`src/sv/lcdns_pkg.sv`:
```
// lcdns_pkg: shared types and constants for the character lcd nibble sequencer
// no dependencies; imported by char_lcd_nibble_sequencer_top
`default_nettype none

package lcdns_pkg;

  typedef enum logic [1:0] {
    OP_TICK = 2'd0,
    OP_CMD  = 2'd1,
    OP_DATA = 2'd2,
    OP_NONE = 2'd3
  } opcode_t;

  typedef logic [2:0] phase_t;
  typedef logic [3:0] step_t;
  typedef logic [2:0] reg_idx_t;
  typedef logic [7:0] byte_t;

  localparam phase_t PHASE_START = 3'd0;
  localparam phase_t PHASE_HIGH  = 3'd1;
  localparam phase_t PHASE_LOW   = 3'd2;
  localparam phase_t PHASE_FALL  = 3'd3;
  localparam phase_t PHASE_LAST  = 3'd4;
  localparam phase_t PHASE_IDLE  = 3'd5;

  localparam step_t STEP_WAIT     = 4'd0;
  localparam step_t STEP_LAST_CMD = 4'd9;
  localparam step_t STEP_DONE     = 4'd10;
  localparam step_t STEP_WAKE_END = 4'd3;

  localparam int NUM_REGS = 8;

  localparam reg_idx_t REG_WAKE       = 3'd0;
  localparam reg_idx_t REG_SECOND     = 3'd1;
  localparam reg_idx_t REG_LINES      = 3'd2;
  localparam reg_idx_t REG_FOURTH     = 3'd3;
  localparam reg_idx_t REG_FIFTH      = 3'd4;
  localparam reg_idx_t REG_SIXTH      = 3'd5;
  localparam reg_idx_t REG_SEVENTH    = 3'd6;
  localparam reg_idx_t REG_PHASE_WAIT = 3'd7;

  localparam byte_t REG_RESET [NUM_REGS] = '{
    8'd51, 8'd50, 8'd40, 8'd12, 8'd1, 8'd6, 8'd128, 8'd2
  };

endpackage

`default_nettype wire

```
`src/sv/char_lcd_nibble_sequencer_top.sv`:
```
// char_lcd_nibble_sequencer_top: 4-bit character lcd init and byte sequencer
// depends on lcdns_pkg
//
//  channel | direction | ports                                  | accepted when
//  in      | input     | in_opcode, in_byte_value               | in_valid & in_ready
//  out     | output    | out_pin_e .. out_busy_res              | out_valid & out_ready
//  cfg     | input     | cfg_index, cfg_data                    | cfg_valid & cfg_ready
//
// one word per cycle while out is not stalled; each word passes through the input
// register and then the result register
// the sequencer state updates in the cycle a word leaves the input register
// a stall on out holds the result register and then the input register
// cfg_ready is always high; reset sets the sequencer state and valid flags and loads REG_RESET into the register file
`default_nettype none

module char_lcd_nibble_sequencer_top #(
  parameter int FIRST_WAIT = 40
) (
  input  wire logic              clk,
  input  wire logic              rst_n,
  input  wire logic              in_valid,
  output logic                   in_ready,
  input  wire logic [1:0]        in_opcode,
  input  wire logic [7:0]        in_byte_value,
  output logic                   out_valid,
  input  wire logic              out_ready,
  output logic                   out_pin_e,
  output logic                   out_pin_rs,
  output logic                   out_pin_rw,
  output logic [3:0]             out_bus_nibble,
  output logic                   out_accepted,
  output logic                   out_xfer_done,
  output logic                   out_init_done,
  output logic                   out_busy_res,
  input  wire logic              cfg_valid,
  output logic                   cfg_ready,
  input  wire lcdns_pkg::reg_idx_t cfg_index,
  input  wire lcdns_pkg::byte_t    cfg_data
);
  import lcdns_pkg::*;

  localparam byte_t FIRST_WAIT_B = byte_t'(FIRST_WAIT);

  // register file
  byte_t regs_r [NUM_REGS];

  // input register
  logic    s1_valid_r;
  opcode_t s1_op_r;
  byte_t   s1_byte_r;

  // sequencer state
  step_t  step_r, step_nxt;
  phase_t phase_r, phase_nxt;
  byte_t  xbyte_r, xbyte_nxt;
  logic   is_data_r, is_data_nxt;
  byte_t  wait_r, wait_nxt;
  logic   e_r, e_nxt;
  logic   rs_r, rs_nxt;
  logic [3:0] nib_r, nib_nxt;

  logic   acc_nxt, done_nxt;
  logic   advance;
  byte_t  wait_dec;
  byte_t  init_cmd;
  step_t  step_inc;
  logic   init_done_w;
  byte_t  pw;

  assign cfg_ready = 1'b1;
  assign advance   = s1_valid_r && (!out_valid || out_ready);
  assign in_ready  = !s1_valid_r || advance;
  assign pw        = regs_r[REG_PHASE_WAIT];
  assign init_done_w = (step_r >= STEP_DONE);
  assign step_inc  = step_r + 4'd1;
  assign wait_dec  = (wait_r != 8'd0) ? wait_r - 8'd1 : 8'd0;

  // command sent for the init step about to start
  always_comb begin
    if (step_inc <= STEP_WAKE_END) begin
      init_cmd = regs_r[REG_WAKE];
    end else begin
      init_cmd = regs_r[3'(step_inc - STEP_WAKE_END)];
    end
  end

  always_ff @(posedge clk) begin
    if (!rst_n) begin
      for (int i = 0; i < NUM_REGS; i++) regs_r[i] <= REG_RESET[i];
    end else if (cfg_valid && cfg_ready) begin
      regs_r[cfg_index] <= cfg_data;
    end
  end

  always_ff @(posedge clk) begin
    if (!rst_n) begin
      s1_valid_r <= 1'b0;
    end else if (in_ready) begin
      s1_valid_r <= in_valid;
    end
  end

  always_ff @(posedge clk) begin
    if (in_ready && in_valid) begin
      s1_op_r   <= opcode_t'(in_opcode);
      s1_byte_r <= in_byte_value;
    end
  end

  always_comb begin
    step_nxt    = step_r;
    phase_nxt   = phase_r;
    xbyte_nxt   = xbyte_r;
    is_data_nxt = is_data_r;
    wait_nxt    = wait_r;
    e_nxt       = e_r;
    rs_nxt      = rs_r;
    nib_nxt     = nib_r;
    acc_nxt     = 1'b0;
    done_nxt    = 1'b0;
    if (advance) begin
      case (s1_op_r)
        OP_TICK: begin
          wait_nxt = wait_dec;
          if (wait_dec == 8'd0) begin
            if (phase_r < PHASE_IDLE) begin
              case (phase_r)
                PHASE_HIGH: begin
                  nib_nxt   = xbyte_r[7:4];
                  e_nxt     = 1'b0;
                  phase_nxt = PHASE_LOW;
                  wait_nxt  = pw;
                end
                PHASE_LOW: begin
                  e_nxt     = 1'b1;
                  nib_nxt   = xbyte_r[3:0];
                  phase_nxt = PHASE_FALL;
                  wait_nxt  = pw;
                end
                PHASE_FALL: begin
                  e_nxt     = 1'b0;
                  phase_nxt = PHASE_LAST;
                  wait_nxt  = pw;
                end
                PHASE_LAST: begin
                  phase_nxt = PHASE_IDLE;
                  if (init_done_w) begin
                    done_nxt = 1'b1;
                  end else begin
                    wait_nxt = pw;
                  end
                end
                default: begin
                  phase_nxt = PHASE_HIGH;
                end
              endcase
            end else begin
              phase_nxt = PHASE_IDLE;
              if (step_r < STEP_LAST_CMD) begin
                // next init command, always sent as a command
                step_nxt    = step_inc;
                xbyte_nxt   = init_cmd;
                is_data_nxt = 1'b0;
                e_nxt       = 1'b1;
                rs_nxt      = 1'b0;
                phase_nxt   = PHASE_HIGH;
                wait_nxt    = pw;
              end else if (step_r == STEP_LAST_CMD) begin
                step_nxt = STEP_DONE;
              end
            end
          end
        end
        OP_CMD, OP_DATA: begin
          if (init_done_w && phase_r == PHASE_IDLE) begin
            xbyte_nxt   = s1_byte_r;
            is_data_nxt = (s1_op_r == OP_DATA);
            e_nxt       = 1'b1;
            rs_nxt      = (s1_op_r == OP_DATA);
            phase_nxt   = PHASE_HIGH;
            wait_nxt    = pw;
            acc_nxt     = 1'b1;
          end
        end
        default: ;
      endcase
    end
  end

  always_ff @(posedge clk) begin
    if (!rst_n) begin
      step_r    <= STEP_WAIT;
      phase_r   <= PHASE_IDLE;
      xbyte_r   <= 8'd0;
      is_data_r <= 1'b0;
      wait_r    <= FIRST_WAIT_B;
      e_r       <= 1'b0;
      rs_r      <= 1'b0;
      nib_r     <= 4'd0;
    end else begin
      step_r    <= step_nxt;
      phase_r   <= phase_nxt;
      xbyte_r   <= xbyte_nxt;
      is_data_r <= is_data_nxt;
      wait_r    <= wait_nxt;
      e_r       <= e_nxt;
      rs_r      <= rs_nxt;
      nib_r     <= nib_nxt;
    end
  end

  always_ff @(posedge clk) begin
    if (!rst_n) begin
      out_valid <= 1'b0;
    end else if (advance) begin
      out_valid <= 1'b1;
    end else if (out_ready) begin
      out_valid <= 1'b0;
    end
  end

  always_ff @(posedge clk) begin
    if (advance) begin
      out_pin_e      <= e_nxt;
      out_pin_rs     <= rs_nxt;
      out_pin_rw     <= 1'b0;
      out_bus_nibble <= nib_nxt;
      out_accepted   <= acc_nxt;
      out_xfer_done  <= done_nxt;
      out_init_done  <= (step_nxt >= STEP_DONE);
      out_busy_res   <= (step_nxt < STEP_DONE) || (phase_nxt != PHASE_IDLE);
    end
  end

  // a taken request always starts a transfer after init
  a_acc_busy: assert property (@(posedge clk) disable iff (!rst_n)
    out_valid && out_accepted |-> out_busy_res && out_init_done)
    else $error("accepted word without busy transfer");

  // a finished transfer leaves the block idle
  a_done_idle: assert property (@(posedge clk) disable iff (!rst_n)
    out_valid && out_xfer_done |-> !out_busy_res && out_init_done && !out_accepted)
    else $error("transfer done while still busy");

  // init never restarts without reset
  a_init_sticky: assert property (@(posedge clk) disable iff (!rst_n)
    init_done_w |=> init_done_w)
    else $error("init done dropped");

  // phase state only moves when a word is processed
  a_state_hold: assert property (@(posedge clk) disable iff (!rst_n)
    !advance |=> $stable(phase_r) && $stable(step_r) && $stable(wait_r))
    else $error("sequencer state moved without a word");

endmodule

`default_nettype wire
```
`config.mk`:
```
export PLATFORM = sky130hd
export DESIGN_NAME = char_lcd_nibble_sequencer_top
export DESIGN_NICKNAME = d
export VERILOG_FILES = /design/src/sv/lcdns_pkg.sv /design/src/sv/char_lcd_nibble_sequencer_top.sv
export SDC_FILE = /design/constraint.sdc
export NUM_CORES = 1
export LEC_CHECK = 0
export ABC_CLOCK_PERIOD_IN_PS = 4500
export BUFFER_PORTS_ARGS = -buffer_cell sky130_fd_sc_hd__buf_2
export CORE_ASPECT_RATIO = 1.2
export CORE_UTILIZATION = 40
export DETAILED_ROUTE_END_ITERATION = 6
export PLACE_DENSITY_LB_ADDON = 0.2
export SYNTH_ARGS = -nofsm -noshare
export SYNTH_HDL_FRONTEND = slang
export SYNTH_SLANG_ARGS = --single-unit
```
`constraint.sdc`:
```
create_clock -name clk -period 4.5 [get_ports clk]
set_input_delay 0.225 -clock clk [delete_from_list [all_inputs] [get_ports clk]]
set_output_delay 0.225 -clock clk [all_outputs]
set_load 0.005 [all_outputs]
```
[Word level (Yosys, flattened, before mapping)]
Memory sizes are Yosys's and may differ from the RTL's.
Index checks and enable logic that the tools add are counted.
Word-level totals
  register bits: 51
  RAM bits: 64
  bits of input ports: 26
  output and inout bits: 14
  logic and storage cells: 117
  memories kept: 1
Memory list
  regs_r: depth 8, bits a word 8, rd ports 3, clocked after Yosys merged registers in 0, write ports 8, RTL line char_lcd_nibble_sequencer_top.sv:45  | byte_t regs_r [NUM_REGS];
Operators by class
  add/subtract/negate cells: 3
  magnitude comparators: 6
  equal/unequal tests: 13
  mux-type cells: 56
  reductions and logical operators: 20
Operator list (number)
  two-way mux 8 bit: 12
  one-hot mux 8 bit (2 select lines): 3
  two-way mux 4 bit: 10
  two-way mux 1 bit: 19
  two-way mux 3 bit: 6
  one-hot mux 3 bit (4 select lines): 1
  >= comparator 4 bit, second input constant: 2
  logical NOT 8 bit: 1
  < comparator 4 bit, second input constant: 2
  != test 2 bit, second input constant: 4
  one-hot mux 4 bit (2 select lines): 1
  nonzero test 8 bit: 1
  OR reduction 8 bit: 1
  subtractor 8 x 1 -> 8 bit, second input constant: 1
  equality test 3 x 2 -> 1 bit, second input constant: 2
  equality test 3 bit, second input constant: 2
  one-hot mux 1 bit (2 select lines): 3
  one-hot mux 3 bit (2 select lines): 1
  AND reduction 6 bit: 1
  adder 4 x 1 -> 4 bit, second input constant: 1
  equality test 4 bit, second input constant: 1
  <= comparator 4 x 2 -> 1 bit, second input constant: 1
  AND reduction 4 bit: 1
  nonzero test 2 bit: 2
  13 further kinds: 19

[Longest topological paths before layout]
  depth after elaboration: 9
  mapped depth: 13
  gate-level depth less buffers: 9

[Worst setup path after synthesis]
No wires, ideal clock.
  kind: register to register
  from: reg step_r[0]
  to: reg xbyte_r[1]
  setup time: 136 ps
  arrival time: 2838 ps
  required time: 4364 ps
  setup slack: 1526 ps
  cell stages (with the launch flop): 13
  buffers on the path: 4
  period minus slack after synthesis: 2974 ps
  cells stage by stage: dfxtp_1 > buf_2 > buf_2 > clkbuf_1 > inv_1 > ha_1 > clkbuf_1 > mux2_2 > a22oi_1 > a21oi_1 > a221o_1 > o211ai_2 > a21oi_2
Between the ends
  word-level cells in the longest chain between the ends: 8
  elaborated cells on any way between the ends: 15
  classes of those cells: add/sub (2); order compare (3); eq/ne (2); mux (5); reduce/logical (2); memory (1)
RTL lines
  start, declared: RTL line char_lcd_nibble_sequencer_top.sv:53  | step_t step_r, step_nxt;
  start signal, assigned: RTL line char_lcd_nibble_sequencer_top.sv:201  | step_r <= step_nxt;
  adder 4 x 1 -> 4 bit: RTL line char_lcd_nibble_sequencer_top.sv:75  | assign step_inc = step_r + 4'd1;
  subtractor 3 x 2 -> 3 bit: RTL line char_lcd_nibble_sequencer_top.sv:83  | init_cmd = regs_r[3'(step_inc - STEP_WAKE_END)];
  memory read (8 x 8 bit)
  two-way mux 8 bit: RTL line char_lcd_nibble_sequencer_top.sv:80  | if (step_inc <= STEP_WAKE_END) begin
  two-way mux 8 bit: RTL line char_lcd_nibble_sequencer_top.sv:159  | if (step_r < STEP_LAST_CMD) begin
  two-way mux 8 bit: RTL line char_lcd_nibble_sequencer_top.sv:126  | if (phase_r < PHASE_IDLE) begin
  two-way mux 8 bit: RTL line char_lcd_nibble_sequencer_top.sv:125  | if (wait_dec == 8'd0) begin
  one-hot mux 8 bit (2 select lines): RTL line char_lcd_nibble_sequencer_top.sv:122  | case (s1_op_r)
  end signal, assigned: RTL line char_lcd_nibble_sequencer_top.sv:203  | xbyte_r <= xbyte_nxt;
  end, declared: RTL line char_lcd_nibble_sequencer_top.sv:55  | byte_t xbyte_r, xbyte_nxt;
Parallel ways exist; a longest one is shown, timed or not. The select of a mux whose other input is x is not followed.
A chain may end at the register's enable or synchronous reset.

[Worst setup path in the final report]
  from: reg wait_r[0]
  to: reg xbyte_r[5]
Between the ends
  word-level cells in the longest chain between the ends: 5
  elaborated cells on any way between the ends: 6
  classes of those cells: add/sub (1); eq/ne (1); mux (1); reduce/logical (3)
RTL lines
  start, declared: RTL line char_lcd_nibble_sequencer_top.sv:57  | byte_t wait_r, wait_nxt;
  start signal, assigned: RTL line char_lcd_nibble_sequencer_top.sv:205  | wait_r <= wait_nxt;
  subtractor 8 x 1 -> 8 bit or nonzero test 8 bit (tied branches): RTL line char_lcd_nibble_sequencer_top.sv:76  | assign wait_dec = (wait_r != 8'd0) ? wait_r - 8'd1 : 8'd0;
  two-way mux 8 bit *: RTL line char_lcd_nibble_sequencer_top.sv:76
  logical NOT 8 bit *: RTL line char_lcd_nibble_sequencer_top.sv:125
  != test 2 bit (no source line) *
  AND reduction 6 bit (no source line) *
Mark *: on every way between the ends. The rest lies on a longest branch, timed or not.

==> impl_metrics.json <==
{
  "die_w_um": 113,
  "drv_cap": 0,
  "cts_hold_buf": 10,
  "yosysSeqAreaShare": 0.531,
  "die_h_um": 135,
  "hold_depth": 3,
  "drv_slew": 0,
  "relSlewSlack": 0.136,
  "synth_top_area_frac": 0.426,
  "hp-start": "in_valid",
  "r2r-start": "wait_r[0]",
  "worst_pin_slew_ns": 1.28,
  "nFillCells": 1309,
  "die-area_um2": 15300,
  "pwr_density_cell_nw_per_um2": 399,
  "wirelength_um": 13100,
  "root_buffer": "clkbuf_16",
  "dpl.hpwl_um": 9120,
  "holdWs_ns": 0.0386,
  "crit_chain": "inv_1 > ha_1 > nor4b_1 > a22oi_1 > o211ai_2 > a41oi_4 > nor2_4 > nor2_1 > a211oi_1",
  "vias": 4041,
  "ys_ff_latch": 115,
  "clockBufferDepth": 2,
  "cp_top_family": "compound AO/OA/AOI/OAI gates",
  "async_reset_ff_frac": 0,
  "port_buffers": 37,
  "synth_cells": 496,
  "ys_types": 72,
  "clk_latency_ns": 0.41,
  "synth_xor_area_frac": 0.00740,
  "outcome": "finished clean",
  "grt.total_usage": 0.185,
  "path_buf_inv": 1,
  "rows": 48,
  "start_kind": "register",
  "fin_skew_ns": 0.00716,
  "final_cell_mix": "edfxtp_1 (84), and2_1 (55), buf_2 (37)",
  "muxShareOfSynthArea": 0.0575,
  "hold_viol": 0,
  "final_nets": 573,
  "synth-warning-count": 0,
  "syn_nets": 532,
  "synthTopCellsByArea": "edfxtp_1 (43%), dfxtp_1 (10%), and2_1 (5.8%)",
  "cts.clk_slew.worst_paths_ns": 0.05,
  "dominantRegCellSynth": "edfxtp_1",
  "timing.critical_path.to": "xbyte_r[5]",
  "fin_crit_sh": 0.683,
  "first_pass_iters": 4,
  "cp_max_fo": 12,
  "antenna_found_initial": 0,
  "cts_tree": "yes",
  "finalSetupViolCount": 0,
  "gp_congestion": 0.840,
  "fmax_mhz": 325,
  "grt_pass1_vias": 3865,
  "grt_pass1_wl_um": 21100,
  "start_util": 0.410,
  "crit_type": "register to register",
  "overflow": 0,
  "cts_made_buffers": 17,
  "cp-startpoint": "wait_r[0]",
  "final_common_cell": "edfxtp_1",
  "required_ns": 4.80,
  "cp.depth": 9,
  "htreeDepth": 4,
  "avgSynthCellArea_um2": 11.9,
  "synth-simple-area-share": 0.178,
  "core-area_um2": 14400,
  "min_path_type": "input port to register",
  "io_pins": 40,
  "synthAdderAreaFrac": 0.0212,
  "reg2reg_depth": 9,
  "r2r-end": "xbyte_r[5]",
  "synth_compound_area_frac": 0.161,
  "rsz0062_at_grt": "false",
  "cts_setup_buffers": 0,
  "grt_max_degree": 25,
  "slowest_delay_ns": 0.69,
  "synth-edff-count": 84,
  "cp_slowest_cell": "o211ai_2",
  "yosysTopAreaCell": "edfxtp_1",
  "drt_iter0_markers": 185,
  "setup_tns_ns": 0,
  "antennaDiodeCount": 0,
  "ant_nets": 0,
  "synth_top_family_by_area": "simple AND/OR/NAND/NOR gates",
  "clock_sinks": 115,
  "leakage_nw": 2.40,
  "worst-r2r-setup-slack_ns": 1.43,
  "wl_per_cell_um": 18.1,
  "worst-endpoint-arrival_ns": 3.38,
  "post-route-drc-count": 0,
  "post_cts_resized": 0,
  "routed_via_density": 5.57,
  "end_kind": "register",
  "drive_gt1_frac": 0.233,
  "syn2layout_area_growth_pct": 16.0,
  "ir_worst_vdd_v": 0.000258,
  "fin_crit_ns": 3.07,
  "netlist_area_um2": 5910
}
[synth_stat cells, drive strengths merged, types with 7 or more instances]
cell / count
inv: 17
mux4: 10
nand2: 17
dfxtp: 31
ha: 10
clkbuf: 14
or3: 12
and2: 56
o221ai: 8
buf: 15
nor3: 12
mux2i: 7
nand2b: 15
nor2: 39
edfxtp: 84
a211oi: 9
o21ai: 26
a21oi: 33
[through the flow]
| step | util | total power, mW | setup slack [ns] | instances | instance area (µm²) |
|---|---|---|---|---|---|
| 2_1_floorplan | - | 1.33 | 1.53 | 496 | 5910 |
| 3_3_place_gp | 0.428 | 1.40 | 1.60 | 683 | 6170 |
| 3_5_place_dp | 0.428 | 1.40 | 1.51 | 683 | 6170 |
| 4_1_cts | 0.476 | 2.76 | 1.44 | 725 | 6860 |
| 5_1_grt | 0.476 | 2.83 | 1.19 | 725 | 6860 |
| 6_report | 0.476 | 2.74 | 1.43 | 725 | 6860 |
[worst min-delay path by stage]
stage,endpoint,slack (ns)
after global placement,s1_byte_r[1],0.40
final,s1_valid_r,0.04
after CTS,s1_valid_r,0.02
after global routing,s1_valid_r,0.03
after detailed placement,s1_byte_r[0],0.40
after floorplan,s1_byte_r[0],0.32
[cell families (layout without fill, tap and decap cells)]
| logic type | Yosys count | count (layout) |
|---|---|---|
| simple gates | 175 | 175 |
| compound gates | 121 | 121 |
| flops | 115 | 115 |
| buf+inv | 47 | 101 |
| mux | 21 | 21 |
| fa+ha+maj | 10 | 10 |
| xor+xnor | 5 | 5 |
| other cells | 2 | 2 |
[cell type report]
cell class / instances / area (µm²) / area share
timing repair buffer: 51 / 315 / 0.0460
clock inverter: 14 / 161 / 0.0235
multi-input combinational: 334 / 2520 / 0.368
clock buffer: 18 / 429 / 0.0626
inverter: 18 / 67.6 / 0.00985
tap: 175 / 219 / 0.0319
sequential: 115 / 3140 / 0.458
[state kept, by name, summed over array words and instances, names as in the netlist]
signal and count:
out_pin_e 1, out_xfer_done 1, out_init_done 1, phase_r 3, nib_r 4, step_r 4, e_r 1, out_bus_nibble 4
rs_r 1, s1_valid_r 1, out_accepted 1, xbyte_r 8, wait_r 8, regs_r 64, out_busy_res 1, s1_byte_r 8
s1_op_r 2, out_pin_rs 1, out_valid 1
[per-layer routing]
metal	wire [µm]	vias up	GRT usage
li1	-	1946	-
met1	5810	1988	0.230
met2	6730	85	0.317
met3	407	22	0.0438
met4	201	0	0.0621
met5	0	-	0
[worst reg2reg max path: cells and delay by family (launching register included)]
| family | cells | cell delay (ns) |
|---|---|---|
| fa+ha+maj | 1 | 0.32 |
| compound gates | 4 | 1.41 |
| buf+inv | 1 | 0.11 |
| flops | 1 | 0.35 |
| simple gates | 3 | 0.78 |
[power breakdown]
| group | switching (mW) | internal [mW] | leakage [nW] | total (mW) |
|---|---|---|---|---|
| clock network | 0.490 | 0.866 | 0.283 | 1.36 |
| logic | 0.106 | 0.0633 | 1.06 | 0.169 |
| registers | 0.0256 | 1.19 | 1.06 | 1.21 |
| total | 0.621 | 2.12 | 2.40 | 2.74 |
Power figures use the tool's default switching activity.
